### src/rtl/core/jesc_pkg.sv
// ----------------------------------------------------------------------------
// jesc_pkg
// Shared types and constants of the JSON string escaper: byte slots of one
// work descriptor, character codes and the hex digit lookup.
// ----------------------------------------------------------------------------
package jesc_pkg;

    // Slot layout of one descriptor, in output order:
    // opening quote, flushed lone high surrogate, unit bytes, closing quote.
    localparam int JESC_SLOTS      = 11;
    localparam int SLOT_OPEN       = 0;
    localparam int SLOT_FLUSH      = 1;
    localparam int SLOT_UNIT       = 4;
    localparam int SLOT_CLOSE      = 10;

    localparam int JESC_QUEUE_DEPTH = 2;

    localparam logic [7:0] CH_QUOTE     = 8'h22;
    localparam logic [7:0] CH_BACKSLASH = 8'h5C;
    localparam logic [7:0] CH_ZERO      = 8'h30;
    localparam logic [7:0] CH_LOWER_A   = 8'h61;
    localparam logic [7:0] CH_B         = 8'h62;
    localparam logic [7:0] CH_F         = 8'h66;
    localparam logic [7:0] CH_N         = 8'h6E;
    localparam logic [7:0] CH_R         = 8'h72;
    localparam logic [7:0] CH_T         = 8'h74;
    localparam logic [7:0] CH_U         = 8'h75;

    localparam logic [7:0] CTRL_BS = 8'h08;
    localparam logic [7:0] CTRL_HT = 8'h09;
    localparam logic [7:0] CTRL_LF = 8'h0A;
    localparam logic [7:0] CTRL_FF = 8'h0C;
    localparam logic [7:0] CTRL_CR = 8'h0D;

    localparam logic [15:0] UNIT_SPACE    = 16'h0020;
    localparam logic [15:0] UNIT_ONE_MAX  = 16'h007F;
    localparam logic [15:0] UNIT_TWO_MAX  = 16'h07FF;
    localparam logic [5:0]  SURR_HIGH_TAG = 6'b110110;
    localparam logic [5:0]  SURR_LOW_TAG  = 6'b110111;
    localparam logic [20:0] SUPP_BASE     = 21'h10000;

    typedef struct packed {
        logic [JESC_SLOTS-1:0]       mask;
        logic [JESC_SLOTS-1:0][7:0]  bytes;
    } jesc_desc_t;

    function automatic logic [7:0] hex_char(input logic [3:0] d);
        logic [7:0] r;
        if (d < 4'd10)
        begin
            r = CH_ZERO + {4'd0, d};
        end
        else
        begin
            r = CH_LOWER_A + {4'd0, d} - 8'd10;
        end
        return r;
    endfunction

endpackage

### src/rtl/core/jesc_front.sv
// ----------------------------------------------------------------------------
// jesc_front
// Accepts code units, tracks the held high surrogate and turns each
// transaction into a descriptor of up to eleven output byte slots.
// ----------------------------------------------------------------------------
module jesc_front (
    input  logic                 clk,
    input  logic                 rst_n,
    input  logic                 in_valid,
    output logic                 in_ready,
    input  logic [15:0]          code_unit,
    input  logic                 has_unit,
    input  logic                 first,
    input  logic                 last,
    output logic                 push_valid,
    input  logic                 push_ready,
    output jesc_pkg::jesc_desc_t push_desc
);
    import jesc_pkg::*;

    logic        pend_valid_reg, pend_valid_next;
    logic [9:0]  pend_bits_reg, pend_bits_next;
    logic        accept;
    logic        pv;
    logic        is_low, is_high;
    logic        flush;
    logic        new_pv;
    logic [9:0]  new_bits;
    logic [20:0] cp;
    logic [15:0] flush_cp;
    jesc_desc_t  desc;

    assign in_ready = push_ready;
    assign accept   = in_valid && push_ready;
    assign is_low   = (code_unit[15:10] == SURR_LOW_TAG);
    assign is_high  = (code_unit[15:10] == SURR_HIGH_TAG);
    assign cp       = SUPP_BASE + {1'b0, pend_bits_reg, code_unit[9:0]};
    assign flush_cp = {SURR_HIGH_TAG, pend_bits_reg};

    always_comb
    begin
        desc     = '0;
        pv       = pend_valid_reg && !first;
        flush    = 1'b0;
        new_pv   = pv;
        new_bits = pend_bits_reg;

        if (first)
        begin
            desc.mask[SLOT_OPEN]  = 1'b1;
            desc.bytes[SLOT_OPEN] = CH_QUOTE;
        end

        if (has_unit)
        begin
            new_pv = 1'b0;
            if (pv && is_low)
            begin
                // combine the surrogate pair into one four-byte sequence
                desc.mask[SLOT_UNIT+3:SLOT_UNIT] = 4'hF;
                desc.bytes[SLOT_UNIT]   = {5'b11110, cp[20:18]};
                desc.bytes[SLOT_UNIT+1] = {2'b10, cp[17:12]};
                desc.bytes[SLOT_UNIT+2] = {2'b10, cp[11:6]};
                desc.bytes[SLOT_UNIT+3] = {2'b10, cp[5:0]};
            end
            else
            begin
                flush = pv;
                priority if (code_unit == {8'h00, CH_QUOTE} ||
                             code_unit == {8'h00, CH_BACKSLASH})
                begin
                    desc.mask[SLOT_UNIT+1:SLOT_UNIT] = 2'b11;
                    desc.bytes[SLOT_UNIT]   = CH_BACKSLASH;
                    desc.bytes[SLOT_UNIT+1] = code_unit[7:0];
                end
                else if (code_unit == {8'h00, CTRL_BS} || code_unit == {8'h00, CTRL_FF} ||
                         code_unit == {8'h00, CTRL_LF} || code_unit == {8'h00, CTRL_CR} ||
                         code_unit == {8'h00, CTRL_HT})
                begin
                    desc.mask[SLOT_UNIT+1:SLOT_UNIT] = 2'b11;
                    desc.bytes[SLOT_UNIT] = CH_BACKSLASH;
                    unique case (code_unit[7:0])
                        CTRL_BS: desc.bytes[SLOT_UNIT+1] = CH_B;
                        CTRL_FF: desc.bytes[SLOT_UNIT+1] = CH_F;
                        CTRL_LF: desc.bytes[SLOT_UNIT+1] = CH_N;
                        CTRL_CR: desc.bytes[SLOT_UNIT+1] = CH_R;
                        default: desc.bytes[SLOT_UNIT+1] = CH_T;
                    endcase
                end
                else if (code_unit < UNIT_SPACE)
                begin
                    desc.mask[SLOT_UNIT+5:SLOT_UNIT] = 6'h3F;
                    desc.bytes[SLOT_UNIT]   = CH_BACKSLASH;
                    desc.bytes[SLOT_UNIT+1] = CH_U;
                    desc.bytes[SLOT_UNIT+2] = CH_ZERO;
                    desc.bytes[SLOT_UNIT+3] = CH_ZERO;
                    desc.bytes[SLOT_UNIT+4] = hex_char(code_unit[7:4]);
                    desc.bytes[SLOT_UNIT+5] = hex_char(code_unit[3:0]);
                end
                else if (is_high && !last)
                begin
                    // hold the high surrogate for the next unit
                    new_pv   = 1'b1;
                    new_bits = code_unit[9:0];
                end
                else if (code_unit <= UNIT_ONE_MAX)
                begin
                    desc.mask[SLOT_UNIT]  = 1'b1;
                    desc.bytes[SLOT_UNIT] = code_unit[7:0];
                end
                else if (code_unit <= UNIT_TWO_MAX)
                begin
                    desc.mask[SLOT_UNIT+1:SLOT_UNIT] = 2'b11;
                    desc.bytes[SLOT_UNIT]   = {3'b110, code_unit[10:6]};
                    desc.bytes[SLOT_UNIT+1] = {2'b10, code_unit[5:0]};
                end
                else
                begin
                    desc.mask[SLOT_UNIT+2:SLOT_UNIT] = 3'b111;
                    desc.bytes[SLOT_UNIT]   = {4'b1110, code_unit[15:12]};
                    desc.bytes[SLOT_UNIT+1] = {2'b10, code_unit[11:6]};
                    desc.bytes[SLOT_UNIT+2] = {2'b10, code_unit[5:0]};
                end
            end
        end
        else if (last && pv)
        begin
            flush  = 1'b1;
            new_pv = 1'b0;
        end

        if (flush)
        begin
            desc.mask[SLOT_FLUSH+2:SLOT_FLUSH] = 3'b111;
            desc.bytes[SLOT_FLUSH]   = {4'b1110, flush_cp[15:12]};
            desc.bytes[SLOT_FLUSH+1] = {2'b10, flush_cp[11:6]};
            desc.bytes[SLOT_FLUSH+2] = {2'b10, flush_cp[5:0]};
        end

        if (last)
        begin
            desc.mask[SLOT_CLOSE]  = 1'b1;
            desc.bytes[SLOT_CLOSE] = CH_QUOTE;
        end

        pend_valid_next = accept ? new_pv   : pend_valid_reg;
        pend_bits_next  = accept ? new_bits : pend_bits_reg;
    end

    always_ff @(posedge clk or negedge rst_n)
    begin
        if (!rst_n)
        begin
            pend_valid_reg <= 1'b0;
            pend_bits_reg  <= '0;
        end
        else
        begin
            pend_valid_reg <= pend_valid_next;
            pend_bits_reg  <= pend_bits_next;
        end
    end

    // drop transactions that produce no bytes
    assign push_valid = in_valid && (desc.mask != '0);
    assign push_desc  = desc;

endmodule

### src/rtl/core/jesc_fifo.sv
// ----------------------------------------------------------------------------
// jesc_fifo
// Short descriptor queue between the classifying front and the byte emitter.
// ----------------------------------------------------------------------------
module jesc_fifo #(
    parameter int DEPTH = jesc_pkg::JESC_QUEUE_DEPTH
) (
    input  logic                 clk,
    input  logic                 rst_n,
    input  logic                 push_valid,
    output logic                 push_ready,
    input  jesc_pkg::jesc_desc_t push_desc,
    output logic                 pop_valid,
    input  logic                 pop_ready,
    output jesc_pkg::jesc_desc_t pop_desc
);
    import jesc_pkg::*;

    localparam int PTR_W = (DEPTH > 1) ? $clog2(DEPTH) : 1;
    localparam int CNT_W = $clog2(DEPTH + 1);

    jesc_desc_t         mem [DEPTH];
    logic [PTR_W-1:0]   wr_ptr_reg, wr_ptr_next;
    logic [PTR_W-1:0]   rd_ptr_reg, rd_ptr_next;
    logic [CNT_W-1:0]   count_reg, count_next;
    logic               do_push, do_pop;

    assign push_ready = (count_reg != CNT_W'(DEPTH));
    assign pop_valid  = (count_reg != '0);
    assign do_push    = push_valid && push_ready;
    assign do_pop     = pop_valid && pop_ready;
    assign pop_desc   = mem[rd_ptr_reg];

    always_comb
    begin
        wr_ptr_next = wr_ptr_reg;
        rd_ptr_next = rd_ptr_reg;
        count_next  = count_reg;
        if (do_push)
        begin
            wr_ptr_next = (wr_ptr_reg == PTR_W'(DEPTH - 1)) ? '0 : wr_ptr_reg + 1'b1;
        end
        if (do_pop)
        begin
            rd_ptr_next = (rd_ptr_reg == PTR_W'(DEPTH - 1)) ? '0 : rd_ptr_reg + 1'b1;
        end
        if (do_push && !do_pop)
        begin
            count_next = count_reg + 1'b1;
        end
        else if (do_pop && !do_push)
        begin
            count_next = count_reg - 1'b1;
        end
    end

    always_ff @(posedge clk)
    begin
        if (do_push)
        begin
            mem[wr_ptr_reg] <= push_desc;
        end
    end

    always_ff @(posedge clk or negedge rst_n)
    begin
        if (!rst_n)
        begin
            wr_ptr_reg <= '0;
            rd_ptr_reg <= '0;
            count_reg  <= '0;
        end
        else
        begin
            wr_ptr_reg <= wr_ptr_next;
            rd_ptr_reg <= rd_ptr_next;
            count_reg  <= count_next;
        end
    end

endmodule

### src/rtl/core/jesc_back.sv
// ----------------------------------------------------------------------------
// jesc_back
// Walks the valid slots of one descriptor, lowest first, and emits one byte
// per cycle while the receiver is ready, through a registered output stage.
// ----------------------------------------------------------------------------
module jesc_back (
    input  logic                 clk,
    input  logic                 rst_n,
    input  logic                 pop_valid,
    output logic                 pop_ready,
    input  jesc_pkg::jesc_desc_t pop_desc,
    output logic                 out_valid,
    input  logic                 out_ready,
    output logic [7:0]           out_byte,
    output logic                 last_of_run
);
    import jesc_pkg::*;

    jesc_desc_t             desc_reg, desc_next;
    logic [JESC_SLOTS-1:0]  rem_reg, rem_next;
    logic [JESC_SLOTS-1:0]  low_bit;
    logic [JESC_SLOTS-1:0]  rem_after;
    logic                   advance;
    logic                   emit;
    logic [7:0]             sel_byte;
    logic                   valid_reg, valid_next;
    logic [7:0]             byte_reg, byte_next;
    logic                   last_reg, last_next;

    assign advance = !valid_reg || out_ready;
    assign emit    = advance && (rem_reg != '0);
    assign low_bit = rem_reg & (~rem_reg + 1'b1);

    always_comb
    begin
        sel_byte = '0;
        for (int i = 0; i < JESC_SLOTS; i++)
        begin
            sel_byte = sel_byte | (desc_reg.bytes[i] & {8{low_bit[i]}});
        end
    end

    always_comb
    begin
        rem_after  = emit ? (rem_reg & ~low_bit) : rem_reg;
        // load the next descriptor as the current one runs out
        pop_ready  = (rem_after == '0);
        desc_next  = desc_reg;
        rem_next   = rem_after;
        if (pop_ready && pop_valid)
        begin
            desc_next = pop_desc;
            rem_next  = pop_desc.mask;
        end

        valid_next = valid_reg;
        byte_next  = byte_reg;
        last_next  = last_reg;
        if (advance)
        begin
            valid_next = emit;
            byte_next  = sel_byte;
            last_next  = ((rem_reg & ~low_bit) == '0);
        end
    end

    always_ff @(posedge clk)
    begin
        desc_reg <= desc_next;
        byte_reg <= byte_next;
        last_reg <= last_next;
    end

    always_ff @(posedge clk or negedge rst_n)
    begin
        if (!rst_n)
        begin
            rem_reg   <= '0;
            valid_reg <= 1'b0;
        end
        else
        begin
            rem_reg   <= rem_next;
            valid_reg <= valid_next;
        end
    end

    assign out_valid   = valid_reg;
    assign out_byte    = byte_reg;
    assign last_of_run = last_reg;

endmodule

### src/rtl/core/json_utf16_to_utf8_string_escaper_core.sv
// ----------------------------------------------------------------------------
// json_utf16_to_utf8_string_escaper_core
// UTF-16 code units in, a quoted and escaped JSON string out as UTF-8 bytes.
// ----------------------------------------------------------------------------
// Each input transaction carries one UTF-16 unit (or none, when has_unit is
// low) plus first/last flags that cause the opening and closing quotes. The
// output is one UTF-8 byte per transaction; m_tlast marks the final byte that
// a given input transaction causes, and transactions that cause no byte (a
// stored high surrogate, an empty item without flags) produce nothing. The
// output side runs at one byte per cycle while m_tready is high, and an
// input item yields one to ten bytes; the front takes a new item every
// cycle while the descriptor queue (QUEUE_DEPTH entries) has room. When the
// emitter is idle, an accepted item passes the descriptor queue, the
// descriptor register and the output byte register before its first byte.
module json_utf16_to_utf8_string_escaper_core #(
    parameter int QUEUE_DEPTH = jesc_pkg::JESC_QUEUE_DEPTH
) (
    input  logic        clk,
    input  logic        rst_n,
    input  logic        s_tvalid,
    output logic        s_tready,
    input  logic [15:0] s_tdata,   // [15:0] code_unit
    input  logic [1:0]  s_tuser,   // [0] has_unit, [1] first
    input  logic        s_tlast,   // last
    output logic        m_tvalid,
    input  logic        m_tready,
    output logic [7:0]  m_tdata,   // [7:0] out_byte
    output logic        m_tlast    // last_of_run
);
    import jesc_pkg::*;

    logic       push_valid, push_ready;
    jesc_desc_t push_desc;
    logic       pop_valid, pop_ready;
    jesc_desc_t pop_desc;

    jesc_front u_front (
        .clk        (clk),
        .rst_n      (rst_n),
        .in_valid   (s_tvalid),
        .in_ready   (s_tready),
        .code_unit  (s_tdata),
        .has_unit   (s_tuser[0]),
        .first      (s_tuser[1]),
        .last       (s_tlast),
        .push_valid (push_valid),
        .push_ready (push_ready),
        .push_desc  (push_desc)
    );

    jesc_fifo #(
        .DEPTH (QUEUE_DEPTH)
    ) u_fifo (
        .clk        (clk),
        .rst_n      (rst_n),
        .push_valid (push_valid),
        .push_ready (push_ready),
        .push_desc  (push_desc),
        .pop_valid  (pop_valid),
        .pop_ready  (pop_ready),
        .pop_desc   (pop_desc)
    );

    jesc_back u_back (
        .clk         (clk),
        .rst_n       (rst_n),
        .pop_valid   (pop_valid),
        .pop_ready   (pop_ready),
        .pop_desc    (pop_desc),
        .out_valid   (m_tvalid),
        .out_ready   (m_tready),
        .out_byte    (m_tdata),
        .last_of_run (m_tlast)
    );

endmodule

### config.mk
export PLATFORM = sky130hd
export DESIGN_NAME = json_utf16_to_utf8_string_escaper_core
export DESIGN_NICKNAME = d
export VERILOG_FILES = /design/src/rtl/core/jesc_pkg.sv /design/src/rtl/core/jesc_front.sv /design/src/rtl/core/jesc_fifo.sv /design/src/rtl/core/jesc_back.sv /design/src/rtl/core/json_utf16_to_utf8_string_escaper_core.sv
export SDC_FILE = /design/constraint.sdc
export NUM_CORES = 1
export LEC_CHECK = 0
export ABC_AREA = 1
export BUFFER_PORTS_ARGS = -buffer_cell sky130_fd_sc_hd__buf_2
export CAP_MARGIN = 20
export CORE_UTILIZATION = 58
export DETAILED_ROUTE_END_ITERATION = 10
export PLACE_DENSITY = 0.78
export SLEW_MARGIN = 20
export SYNTH_ARGS = -nofsm -noshare
export SYNTH_HDL_FRONTEND = slang
export SYNTH_HIERARCHICAL = 1
export SYNTH_SLANG_ARGS = --single-unit
### constraint.sdc
create_clock -name clk -period 6.15 [get_ports clk]
set_clock_uncertainty 0.2 [all_clocks]
set_input_delay 0.3075 -clock clk [delete_from_list [all_inputs] [get_ports clk]]
set_output_delay 0.3075 -clock clk [all_outputs]
set_load 0.005 [all_outputs]
[Yosys cells after proc, flatten, opt, wreduce, memory -nomap -nowiden]
Memory sizes are Yosys's and may differ from the RTL's.
Cells that the tools add are included.
Operators by class
  equal/unequal tests: 14
  multiplexer cells: 53
  add/sub/neg operators: 12
  bitwise operators: 29
  reduce and logical (&&, ||, !) cells: 29
  $lt $le $gt $ge: 5
Operators with widths (number)
  $mux W24: 4
  $mux W32: 3
  $and A8 B8 Y8: 11
  $eq A16 B4 Y1 const B: 5
  $or A8 B8 Y8: 10
  $mux W16: 4
  $mux W48: 1
  $eq A8 B4 Y1 const B: 4
  $mux W8: 4
  $and A11 B11 Y11: 2
  $logic_not A11 Y1: 2
  $mux W11: 2
  $not A11 Y11: 2
  $reduce_bool A11 Y1: 2
  $add A17 B20 Y21 const A: 1
  $pmux W5 S4: 1
  $mux W6: 3
  $mux W1: 17
  $add A7 B4 Y8 const A: 2
  $eq A16 B6 Y1 const B: 1
  $eq A16 B7 Y1 const B: 1
  $le A16 B11 Y1 const B: 1
  $le A16 B7 Y1 const B: 1
  $lt A16 B6 Y1 const B: 1
  19 further kinds: 57
Storage, ports and cells
  logic and storage cells: 163
  output and inout port bits: 11
  bits of input ports: 23
  memory bits (writable): 190
  memories kept: 1
  register bits: 124
Memories
  u_fifo.mem: depth 2, width 95, read ports 1, clocked after memory_dff 0, wr ports 1, line jesc_fifo.sv:22  | jesc_desc_t mem [DEPTH];

[Longest topological paths before layout]
Gate-level depths: netlist of run 1.
  depth in word-level cells: 16
  gate-level depth with buffers: 19
  depth with buffers taken out: 19

[Cells and area by module]
The synthesis of run 1 kept the hierarchy.
By module, submodules not included
  jesc_fifo: seq. area each 6045.8 um^2, cells each 545, area an instance 7448.4 um^2, instances 1
  jesc_back: seq. area each 3213.1 um^2, cells each 328, area an instance 4314.1 um^2, instances 1
  jesc_front: seq. area each 275.3 um^2, cells each 352, area an instance 2149.6 um^2, instances 1

[Worst setup path after synthesis of run 1]
No wires, ideal clock.
  kind: input to register
  from: in s_tdata[4]
  to: mem u_fifo/mem[0][0] (netlist bit), enable pin
  stages on the path: 13
  setup time: 558 ps
  data arrival time: 5639 ps
  slack: -247 ps
  required time: 5392 ps
  path buffers: 0
  path through: inv_1 -> ha_1 -> inv_1 -> nor2_2 -> nand2_1 -> nand3_2 -> o21ai_2 -> nand3_1 -> nand3_1 -> nand2_1 -> inv_1 -> nand2_1 -> nor2_1
On the way
  cells in the longest elaborated chain, start to end: 14
  elaborated cells between the ends (all ways): 32
  those cells by class: order compare (3); eq/ne (7); mux (14); reduce/logical (8)
RTL lines
  start, declared: line json_utf16_to_utf8_string_escaper_core.sv:22  | input logic [15:0] s_tdata,
  $le A16 B11 Y1 or $eq A16 B4 Y1 (tied branches): line jesc_front.sv:111, jesc_front.sv:76
  $mux W1 or $logic_or A1 B1 Y1 (tied branches): line jesc_front.sv:111, jesc_front.sv:76
  $mux W2 or $logic_or A1 B1 Y1 (tied branches): line jesc_front.sv:106, jesc_front.sv:76
  $mux W3 or $logic_or A1 B1 Y1 (tied branches): line jesc_front.sv:100, jesc_front.sv:77
  $mux W3 or $logic_or A1 B1 Y1 (tied branches): line jesc_front.sv:90, jesc_front.sv:77
  $mux W4 or $mux W2 (tied branches): line jesc_front.sv:76  | else if (code_unit == {8'h00, CTRL_BS} || code_unit == {8'h00, CTRL_FF} ||
  $mux W4 or $mux W2 (tied branches): line jesc_front.sv:69  | priority if (code_unit == {8'h00, CH_QUOTE} ||
  $mux W4 or $mux W2 (tied branches): line jesc_front.sv:57  | if (pv && is_low)
  $mux W6 *: line jesc_front.sv:54  | if (has_unit)
  $reduce_bool A11 Y1 *: line jesc_front.sv:165  | assign push_valid = in_valid && (desc.mask != '0);
  $logic_and A1 B1 Y1 *: line jesc_front.sv:165
  named net push_valid: line json_utf16_to_utf8_string_escaper_core.sv:32  | logic push_valid, push_ready;
  $logic_and A1 B1 Y1 *: line jesc_fifo.sv:30  | assign do_push = push_valid && push_ready;
  $mux W1 *: line jesc_fifo.sv:59  | if (do_push)
  $mux W1 (not written as such) *: line jesc_fifo.sv:61  | mem[wr_ptr_reg] <= push_desc;
  end, declared: line jesc_fifo.sv:22
Mark *: on every way through the listed nets, which the timed path passes. The rest lies on a longest branch.

[Final worst setup path of run 1]
  from: reg u_back.rem_reg[0]
  to: reg u_back/desc_reg[76] (netlist bit), enable pin
On the way
  cells in the longest elaborated chain, start to end: 8
  elaborated cells between the ends (all ways): 10
  those cells by class: add/sub (1); mux (1); bitwise (4); reduce/logical (4)
RTL lines
  start, declared: line jesc_back.sv:20  | logic [JESC_SLOTS-1:0] rem_reg, rem_next;
  start signal, assigned: line jesc_back.sv:83  | rem_reg <= rem_next;
  $not A11 Y11: line jesc_back.sv:32  | assign low_bit = rem_reg & (~rem_reg + 1'b1);
  $add A11 B1 Y11: line jesc_back.sv:32
  $and A11 B11 Y11: line jesc_back.sv:32
  $not A11 Y11: line jesc_back.sv:45  | rem_after = emit ? (rem_reg & ~low_bit) : rem_reg;
  $and A11 B11 Y11: line jesc_back.sv:45
  $mux W11 *: line jesc_back.sv:45
  $logic_not A11 Y1 *: line jesc_back.sv:47  | pop_ready = (rem_after == '0);
  $logic_and A1 B1 Y1 *: line jesc_back.sv:50  | if (pop_ready && pop_valid)
  end signal, assigned: line jesc_back.sv:69  | desc_reg <= desc_next;
  end, declared: line jesc_back.sv:19  | jesc_desc_t desc_reg, desc_next;
Every way passes the cells marked *; elsewhere a longest branch is shown, timed or not.
A chain may end at the register's enable or synchronous reset.

==> results.json, run 1 <==
{
  "viasPerCell": 5.46,
  "drv_cap": 0,
  "power.switching_mw": 2.24,
  "hpwl_um": 18000,
  "dieWidth_um": 157,
  "synth_edf_count": 295,
  "fin_cells": 1591,
  "crit_family": "simple AND/OR/NAND/NOR gates",
  "largest_reg_flops": 198,
  "grt_pass1_wl_um": 43900,
  "start_util": 0.593,
  "gr-total-overflow": 0,
  "cts.sinks": 322,
  "postSynth.topFlopCell": "edfxtp_1",
  "drive_gt1_frac": 0.116,
  "fin_area_mm2": 0.0152,
  "die_y_um": 157,
  "worstSetupPathType": "register to register",
  "ys_seq_area_frac": 0.685,
  "period_share": 0.642,
  "yosys_register_bits": 322,
  "synth_commonest_cells": "nand2_1 (448), edfxtp_1 (295), inv_1 (74), buf_4 (48)",
  "dieArea_mm2": 0.0246,
  "syn_avg_cell_area_um2": 11.4,
  "grt_pass1_vias": 8172,
  "cp-start-kind": "register",
  "grtUsageTotal": 0.238,
  "drt_iter0_markers": 918,
  "tightest_slew_ps": 1080,
  "total_leakage_power_nw": 6.26,
  "fin_util": 0.649,
  "rows": 56,
  "power.internal_mw": 4.89,
  "end_kind": "register",
  "post_cts_resized": 0,
  "cpMostUsedCell": "nor2_4",
  "place_congestion": 0.907,
  "io_buffers": 33,
  "reg2reg_from": "u_back/rem_reg[0]",
  "place_area_mm2": 0.0140,
  "antenna_found_initial": 0,
  "post-synth-top-count-cell": "nand2_1",
  "clock_latency_ps": 550,
  "clockBufferDepth": 3,
  "slew_viol_final": 0,
  "path_max_fanout": 60,
  "pwr-share-seq": 0.485,
  "num_vias": 8681,
  "synthesis.area_mm2": 0.0139,
  "syn_inst": 1225,
  "rsz0062_at_grt": "no",
  "status": "finished clean",
  "power_mw": 7.13,
  "worst-path-buf-inv": 1,
  "synthToLayoutAreaGrowth_pct": 9.53,
  "power_density_mw_per_mm2": 468,
  "crit_arrival_ps": 3970,
  "synthDominantCellAreaShare": 0.637,
  "max_stage_delay_ps": 780,
  "drt_pass1_iterations": 5,
  "multi_input_area_mm2": 0.00356,
  "yosysTopAreaCell": "edfxtp_1",
  "p_clk_frac": 0.281,
  "hold_class": "primary input to register",
  "detail_route.wl_per_cell_um": 17.8,
  "fillerInstances": 1688,
  "coreArea_mm2": 0.0235,
  "slowest_stage": "and3_4",
  "async_flop_share": 0.0839,
  "worstPathRequired_ps": 6170,
  "yosys-top-cells-area": "edfxtp_1 (64%), nand2_1 (12%), dfrtp_1 (4.9%), buf_4 (2.6%), inv_1 (2.0%)",
  "hp-start": "s_tdata[5]",
  "postRouteAntennaNets": 0,
  "setup_viol": 0,
  "hold_viol_final": 0,
  "switching_share": 0.314,
  "io_pins": 34,
  "ys_warn_count": 6,
  "grt_max_degree": 102,
  "register_area_mm2": 0.00954,
  "pwr-share-comb": 0.235,
  "num_antenna_cells": 0,
  "timing.final.crit_period_ps": 3950,
  "fin_nets": 1279,
  "cts_htree_levels": 1,
  "fmax_mhz": 253,
  "wl_um": 28400,
  "ir_drop_uv": 402,
  "ys_types": 44,
  "cts_buffers": 31,
  "drc": 0,
  "crit_chain": "nor2_4, nand2_4, nor2_4, nand2_2, o21ai_2, nand3_1, nor2_2, and3_4, buf_4",
  "clk_pin_slew_ps": 60,
  "cts-root-buf": "clkbuf_16",
  "cts_tree": "built",
  "crit_start": "u_back/rem_reg[0]",
  "slew_headroom": 0.272,
  "dpl.cell_count": 1522
}
==> timing repair <==
item,CTS,global route
hold buffers,11,0
setup endpoints to repair,0,0
endpoints found under the hold margin,49,0
setup buffers,0,0
==> path summary, 6_finish.rpt <==
path,to,slack [ps],cells past startpoint
setup reg to reg,u_back/desc_reg[76],2200,9
setup / recovery,u_back/desc_reg[76],2200,9
max in group asynchronous,u_fifo/rd_ptr_reg,5060,2
hold reg to reg,u_fifo/count_reg[0],300,1
hold / removal,u_front/pend_bits_reg[5],20,3
min in group asynchronous,u_fifo/count_reg[0],160,2
==> area by class of cell <==
cell class	count	area share
clock buffers	35	0.0519
clock inverters	23	0.0197
inverters	84	0.0207
multi-input cells	759	0.233
flip-flops and latches	322	0.626
well taps	319	0.0262
repair buffers	49	0.0224
==> metal layers <==
metal / track usage / routed length (µm) / up-vias / share of wire
li1: - / - / 4134 / -
met1: 0.324 / 11600 / 4126 / 0.41
met2: 0.387 / 13700 / 363 / 0.48
met3: 0.0390 / 2220 / 58 / 0.078
met4: 0.0864 / 854 / 0 / 0.030
met5: 0 / 0 / - / 0
==> cell families (layout without fill, tap and decap cells) <==
| kind of cell | count (synthesis) | after routing | share of synthesized area |
|---|---|---|---|
| flip-flops | 322 | 322 | 0.685 |
| AND/OR/NAND/NOR | 614 | 614 | 0.190 |
| buffers and inverters | 168 | 191 | 0.0675 |
| adder cells (fa/ha/maj) | 9 | 9 | 0.00809 |
| AO/OA/AOI/OAI | 107 | 107 | 0.0459 |
| other | 1 | 25 | 0.000270 |
| XOR/XNOR | 4 | 4 | 0.00252 |
==> worst reg2reg max path: stages (launching register included) <==
cell and delay [ps]:
dfrtp_1 570, nor2_4 310, nand2_4 110, nor2_4 340, nand2_2 110, o21ai_2 150, nand3_1 140, nor2_2 370
and3_4 790, buf_4 540
==> cell usage in the layout (no fill, tap or decap), types with 5 or more instances in the layout <==
cell / instances
nor2_1: 44
conb_1: 25
dlygate4sd3_1: 11
a21oi_1: 41
nor2_2: 12
o21ai_0: 22
a22o_1: 7
nand4_1: 28
clkbuf_16: 31
nor2_4: 9
edfxtp_1: 295
inv_1: 74
o21ai_1: 15
buf_2: 33
nand2_2: 7
nand2_1: 448
clkinv_2: 6
nand3_1: 46
bufinv_16: 7
nand2_4: 5
inv_2: 10
ha_1: 9
dfrtp_1: 26
clkinv_1: 5
==> power by group through the flow <==
stage | logic (mW) | clock network [mW] | registers (mW)
floorplan | 1.23 | 0 | 3.50
global placement | 1.61 | 0 | 3.47
detailed placement | 1.66 | 0 | 3.49
global route | 1.86 | 2.11 | 3.51
CTS | 1.68 | 2.02 | 3.46
finish | 1.67 | 2.00 | 3.46
==> through the flow <==
step | setup WS (ps) | setup TNS (ps) | hold WS [ps]
after global routing | 1900 | 0 | 31.0
final | 2200 | 0 | 19.7
after CTS | 2200 | 0 | 3.72
after floorplan | -247 | -48870 | -188
after global placement | 2320 | 0 | 203
after detailed placement | 2200 | 0 | 204
Note: power is estimated with default switching activity, not from simulation.
==> run 2: changes to the inputs <==
clock period = 3.6 ns   (was 6.15 ns; I/O delays follow)
==> run 2 against run 1 <==
Compared with the run above: largest cell class unchanged; wire length increased by 2.6%; first-iteration DRC count decreased by 10%; sequential share of layout area decreased by 0.66 points; hold slack improved by 25 ps; non-clock buffer count increased by 19; critical path depth increased by 7; final area increased by 1.1%; register-to-register slack got worse by 1700 ps.
==> results.json, run 2 (synthesis results as in run 1) <==
{
  "worstSetupPathType": "primary input to register",
  "switching_share": 0.315,
  "cts-root-buf": "clkbuf_16",
  "crit_start": "s_tdata[4]",
  "hold_viol_final": 0,
  "gr-total-overflow": 0,
  "hold_class": "primary input to async pin",
  "num_antenna_cells": 0,
  "io_buffers": 33,
  "p_clk_frac": 0.268,
  "period_share": 0.864,
  "slew_viol_final": 0,
  "post-place-ws_ps": 547,
  "clockBufferDepth": 3,
  "end_kind": "register",
  "dpl.cell_count": 1535,
  "hpwl_um": 19300,
  "grtUsageTotal": 0.242,
  "grt_pass1_vias": 8402,
  "drt_pass1_iterations": 5,
  "rrSetupSlack_ps": 510,
  "start_util": 0.593,
  "drv_cap": 0,
  "cts_buffers": 30,
  "largest_reg_flops": 198,
  "holdWs_ps": 44.9,
  "cts_htree_levels": 1,
  "timing.rr.end": "u_fifo/count_reg[1]",
  "cts.sinks": 322,
  "fmax_mhz": 321,
  "postRouteAntennaNets": 0,
  "setup_viol": 0,
  "slew_headroom": 0.384,
  "power_density_mw_per_mm2": 791,
  "power.switching_mw": 3.84,
  "cp-start-kind": "primary input",
  "ff2ff_path_depth": 13,
  "cp-endpoint": "u_fifo/mem[0][8]",
  "power.internal_mw": 8.34,
  "drive_gt1_frac": 0.123,
  "totalNegativeSetupSlack_ps": 0,
  "timing.final.crit_period_ps": 3110,
  "place_congestion": 0.962,
  "pwr-share-seq": 0.490,
  "grt_max_degree": 81,
  "num_vias": 8756,
  "status": "finished clean",
  "synthToLayoutAreaGrowth_pct": 10.7,
  "drt_iter0_markers": 825,
  "fin_nets": 1297,
  "dieWidth_um": 157,
  "worstPathRequired_ps": 3640,
  "drc": 0,
  "pwr-share-comb": 0.242,
  "viasPerCell": 5.45,
  "cts_tree": "built",
  "fillerInstances": 1715,
  "tightest_slew_ps": 916,
  "rsz0062_at_grt": "no",
  "crit_arrival_ps": 3150,
  "antenna_found_initial": 0,
  "ir_drop_uv": 444,
  "detail_route.wl_per_cell_um": 18.1,
  "rows": 56,
  "io_pins": 34,
  "clk_pin_slew_ps": 60,
  "die_y_um": 157,
  "reg2reg_from": "u_back/rem_reg[0]",
  "clock_latency_ps": 540,
  "dieArea_mm2": 0.0246,
  "setup_ws_ps": 489,
  "coreArea_mm2": 0.0235,
  "layout_common_cells": "nand2_1 (448), edfxtp_1 (295), inv_1 (74), nand3_1 (46), nor2_1 (44)",
  "grt_pass1_wl_um": 44700,
  "path_max_fanout": 30,
  "total_leakage_power_nw": 6.34,
  "wl_um": 29100,
  "layout_commonest_cell": "nand2_1",
  "fin_cells": 1608
}
[run 2: changes by cell type in the layout (fill, tap and decap cells not counted), moves of 2 or more]
cell | previous run | this run
buf_12 | 2 | 7
clkbuf_8 | 0 | 2
buf_4 | 2 | 11
inv_6 | 2 | 0
dlygate4sd3_1 | 11 | 17
bufinv_16 | 7 | 5
[run 2: final cells by class]
class,instances,area (µm²),area share
repair buffers,68,558,0.0362
clock inverters,19,220,0.0143
multi-input cells,759,3560,0.231
inverters,84,315,0.0205
well taps,319,399,0.0259
clock buffers,37,818,0.0531
flip-flops and latches,322,9540,0.619
[run 2: timing repair]
| action | 4_1_cts | 5_1_grt |
|---|---|---|
| hold buffers | 17 | 0 |
| setup buffers | 0 | 0 |
| gates resized for setup | 0 | 0 |
| hold endpoints to repair | 80 | 0 |
[run 2: worst min path at each step]
stage / slack [ps] / startpoint / end
floorplan: -320 / rst_n / u_back/out_valid
global placement: 80 / rst_n / u_back/rem_reg[3]
detailed placement: 90 / rst_n / u_back/rem_reg[3]
CTS: 50 / s_tdata[15] / u_fifo/mem[0][35]
global route: 70 / s_tdata[15] / u_fifo/mem[0][35]
finish: 40 / rst_n / u_back/rem_reg[0]
[run 2: power by group through the flow]
stage	Sequential (mW)	Clock, mW	Combinational, mW
floorplan	5.91	0	2.11
global placement	5.99	0	2.84
detailed placement	6.03	0	2.94
CTS	5.97	3.30	2.97
global route	6.06	3.44	3.27
finish	5.97	3.26	2.95
[run 2: through the flow]
step,total power [mW],util,area [µm²]
6_report,12.2,0.656,15400
5_1_grt,12.8,0.656,15400
4_1_cts,12.2,0.656,15400
3_5_place_dp,8.96,0.605,14200
3_3_place_gp,8.83,0.605,14200
2_1_floorplan,8.02,-,14000
[run 2: worst max-delay path, cell delays in order]
cell	delay [ps]
dlygate4sd3_1	530
buf_2	120
inv_1	140
ha_1	280
inv_1	70
nor2_2	50
nand2_1	80
nand3_2	100
o21ai_2	230
nand3_1	190
nand3_1	120
nand2_1	80
inv_1	60
nand2_1	170
nor2_4	460
buf_12	270
[run 2: routing by layer]
metal,part of all wire,GRT usage,up-vias
met5,0,0,-
met4,0.037,0.101,0
met3,0.060,0.0307,69
met2,0.48,0.399,335
met1,0.42,0.327,4193
li1,-,-,4159
==> run 3: changes to the inputs <==
PLACE_DENSITY = 0.88   (was 0.78)
==> run 3 against run 2 <==
Compared with the run above: sequential power is essentially flat; non-clock buffer count shrank 3; via count grew 4.9%; highest routed layer unchanged.
==> results.json, run 3 (synthesis results as in run 1) <==
{
  "io_pins": 34,
  "drc": 0,
  "slew_headroom": 0.264,
  "crit_chain": "dlygate4sd3_1, buf_2, inv_1, ha_1, inv_1, nor2_2, nand2_1, nand3_2, o21ai_2, nand3_1, nand3_1, nand2_1, inv_1, nand2_1, nor2_4, buf_12",
  "setup_viol": 0,
  "hold_viol_final": 0,
  "pwr-share-comb": 0.248,
  "worst-path-buf-inv": 6,
  "grt_use_met2": 0.444,
  "drt_iter0_markers": 1032,
  "fmax_mhz": 312,
  "busiest_layer": "met2",
  "crit_arrival_ps": 3190,
  "register_area_mm2": 0.00954,
  "end_kind": "register",
  "layout_commonest_cell": "nand2_1",
  "fin_cells": 1605,
  "tightest_slew_ps": 1100,
  "clk_pin_slew_ps": 60,
  "hold_class": "primary input to async pin",
  "hpwl_um": 19300,
  "die_y_um": 157,
  "start_util": 0.593,
  "num_antenna_cells": 0,
  "timing.rr.end": "u_back/desc_reg[73]",
  "timing.final.crit_period_ps": 3200,
  "place_congestion": 0.933,
  "coreArea_mm2": 0.0235,
  "dieWidth_um": 157,
  "largest_reg_flops": 198,
  "cts_buffers": 31,
  "antenna_found_initial": 0,
  "power_mw": 12.3,
  "power.internal_mw": 8.28,
  "grt_pass1_wl_um": 47500,
  "drive_gt1_frac": 0.119,
  "grt.met1_usage": 0.327,
  "synthToLayoutAreaGrowth_pct": 10.1,
  "grt_pass1_vias": 8865,
  "reg2reg_from": "u_back/rem_reg[0]",
  "worstSetupPathType": "primary input to register",
  "cts-root-buf": "clkbuf_16",
  "drt_pass1_iterations": 6,
  "totalNegativeSetupSlack_ps": 0,
  "num_vias": 9183,
  "ir_drop_uv": 461,
  "wl_um": 31000,
  "p_clk_frac": 0.265,
  "ff2ff_path_depth": 10,
  "fin_nets": 1295,
  "layout_common_cells": "nand2_1 (448), edfxtp_1 (295), inv_1 (74), nand3_1 (46), nor2_1 (44)",
  "path_max_fanout": 80,
  "grt_max_degree": 101,
  "max_stage_delay_ps": 520,
  "fillerInstances": 1622,
  "worstPathRequired_ps": 3580,
  "period_share": 0.890,
  "total_leakage_power_nw": 6.31,
  "power.switching_mw": 3.98,
  "slowest_stage": "dlygate4sd3_1",
  "power_density_mw_per_mm2": 800,
  "switching_share": 0.325,
  "slew_viol_final": 0,
  "dieArea_mm2": 0.0246,
  "crit_family": "buffers and inverters",
  "cts_setup_buffers": 0,
  "post_cts_resized": 0,
  "post-place-ws_ps": 476,
  "multi_input_area_mm2": 0.00355,
  "setup_ws_ps": 396,
  "clock_latency_ps": 540,
  "cts.sinks": 322,
  "gr-total-overflow": 0,
  "cts_tree": "built",
  "grt.met3_usage": 0.0360,
  "grtUsageTotal": 0.257,
  "io_buffers": 33,
  "clockBufferDepth": 3,
  "holdWs_ps": 29.9,
  "rrSetupSlack_ps": 470,
  "postRouteAntennaNets": 0,
  "detail_route.wl_per_cell_um": 19.3,
  "pwr-share-seq": 0.487,
  "dpl.cell_count": 1531,
  "viasPerCell": 5.72,
  "status": "finished clean",
  "cp-start-kind": "primary input",
  "drv_cap": 0,
  "rsz0062_at_grt": "no",
  "cts_htree_levels": 1,
  "rows": 56
}
run 3: power groups by stage:
stage / registers, mW / logic [mW] / clock network [mW]
2_1_floorplan: 5.91 / 2.11 / 0
3_3_place_gp: 5.94 / 2.82 / 0
3_5_place_dp: 6.00 / 2.93 / 0
4_1_cts: 5.96 / 3.01 / 3.27
5_1_grt: 6.04 / 3.32 / 3.41
6_report: 5.97 / 3.04 / 3.25
run 3: timing repair:
item                                   in CTS  in global routing
hold buffers                               18                  0
endpoints found under the hold margin      81                  0
setup endpoints to repair                   0                  0
run 3: final cells by class:
class | instances | area share
clock buffers | 33 | 0.0511
clock inverters | 23 | 0.0152
multi-input cells | 759 | 0.232
repair buffers | 65 | 0.0327
well taps | 319 | 0.0261
inverters | 84 | 0.0206
flip-flops and latches | 322 | 0.623
run 3: worst max-delay path by stage:
stage | startpoint | to | slack (ps) | depth (start not counted)
final | s_tdata[4] | u_fifo/mem[0][1] | 400 | 16
after global routing | s_tdata[4] | u_fifo/mem[0][18] | 250 | 16
after CTS | u_back/rem_reg[0] | u_back/desc_reg[75] | 460 | 9
after detailed placement | u_back/rem_reg[0] | u_back/desc_reg[74] | 480 | 9
after global placement | u_back/rem_reg[0] | u_back/desc_reg[74] | 560 | 9
after floorplan | s_tdata[4] | u_fifo/mem[0][0] | -1020 | 13
run 3: per-stage QoR:
stage | cell area, µm² | util
2_1_floorplan | 14000 | -
3_3_place_gp | 14100 | 0.602
3_5_place_dp | 14100 | 0.602
4_1_cts | 15300 | 0.653
5_1_grt | 15300 | 0.653
6_report | 15300 | 0.653
run 3: layer usage:
layer  routed length, µm  up-vias
met2               15600      516
met1               11600     4397
met5                   0        -
met4                1220        0
li1                    -     4169
met3                2560      101
run 3: worst reg2reg max path: cells and delay by family, from the launching register on:
family	cells	cell delay [ps]
and+or+nand+nor	6	1330
buffers and inverters	3	540
DFF	1	560
AOI/OAI and AO/OA	1	160
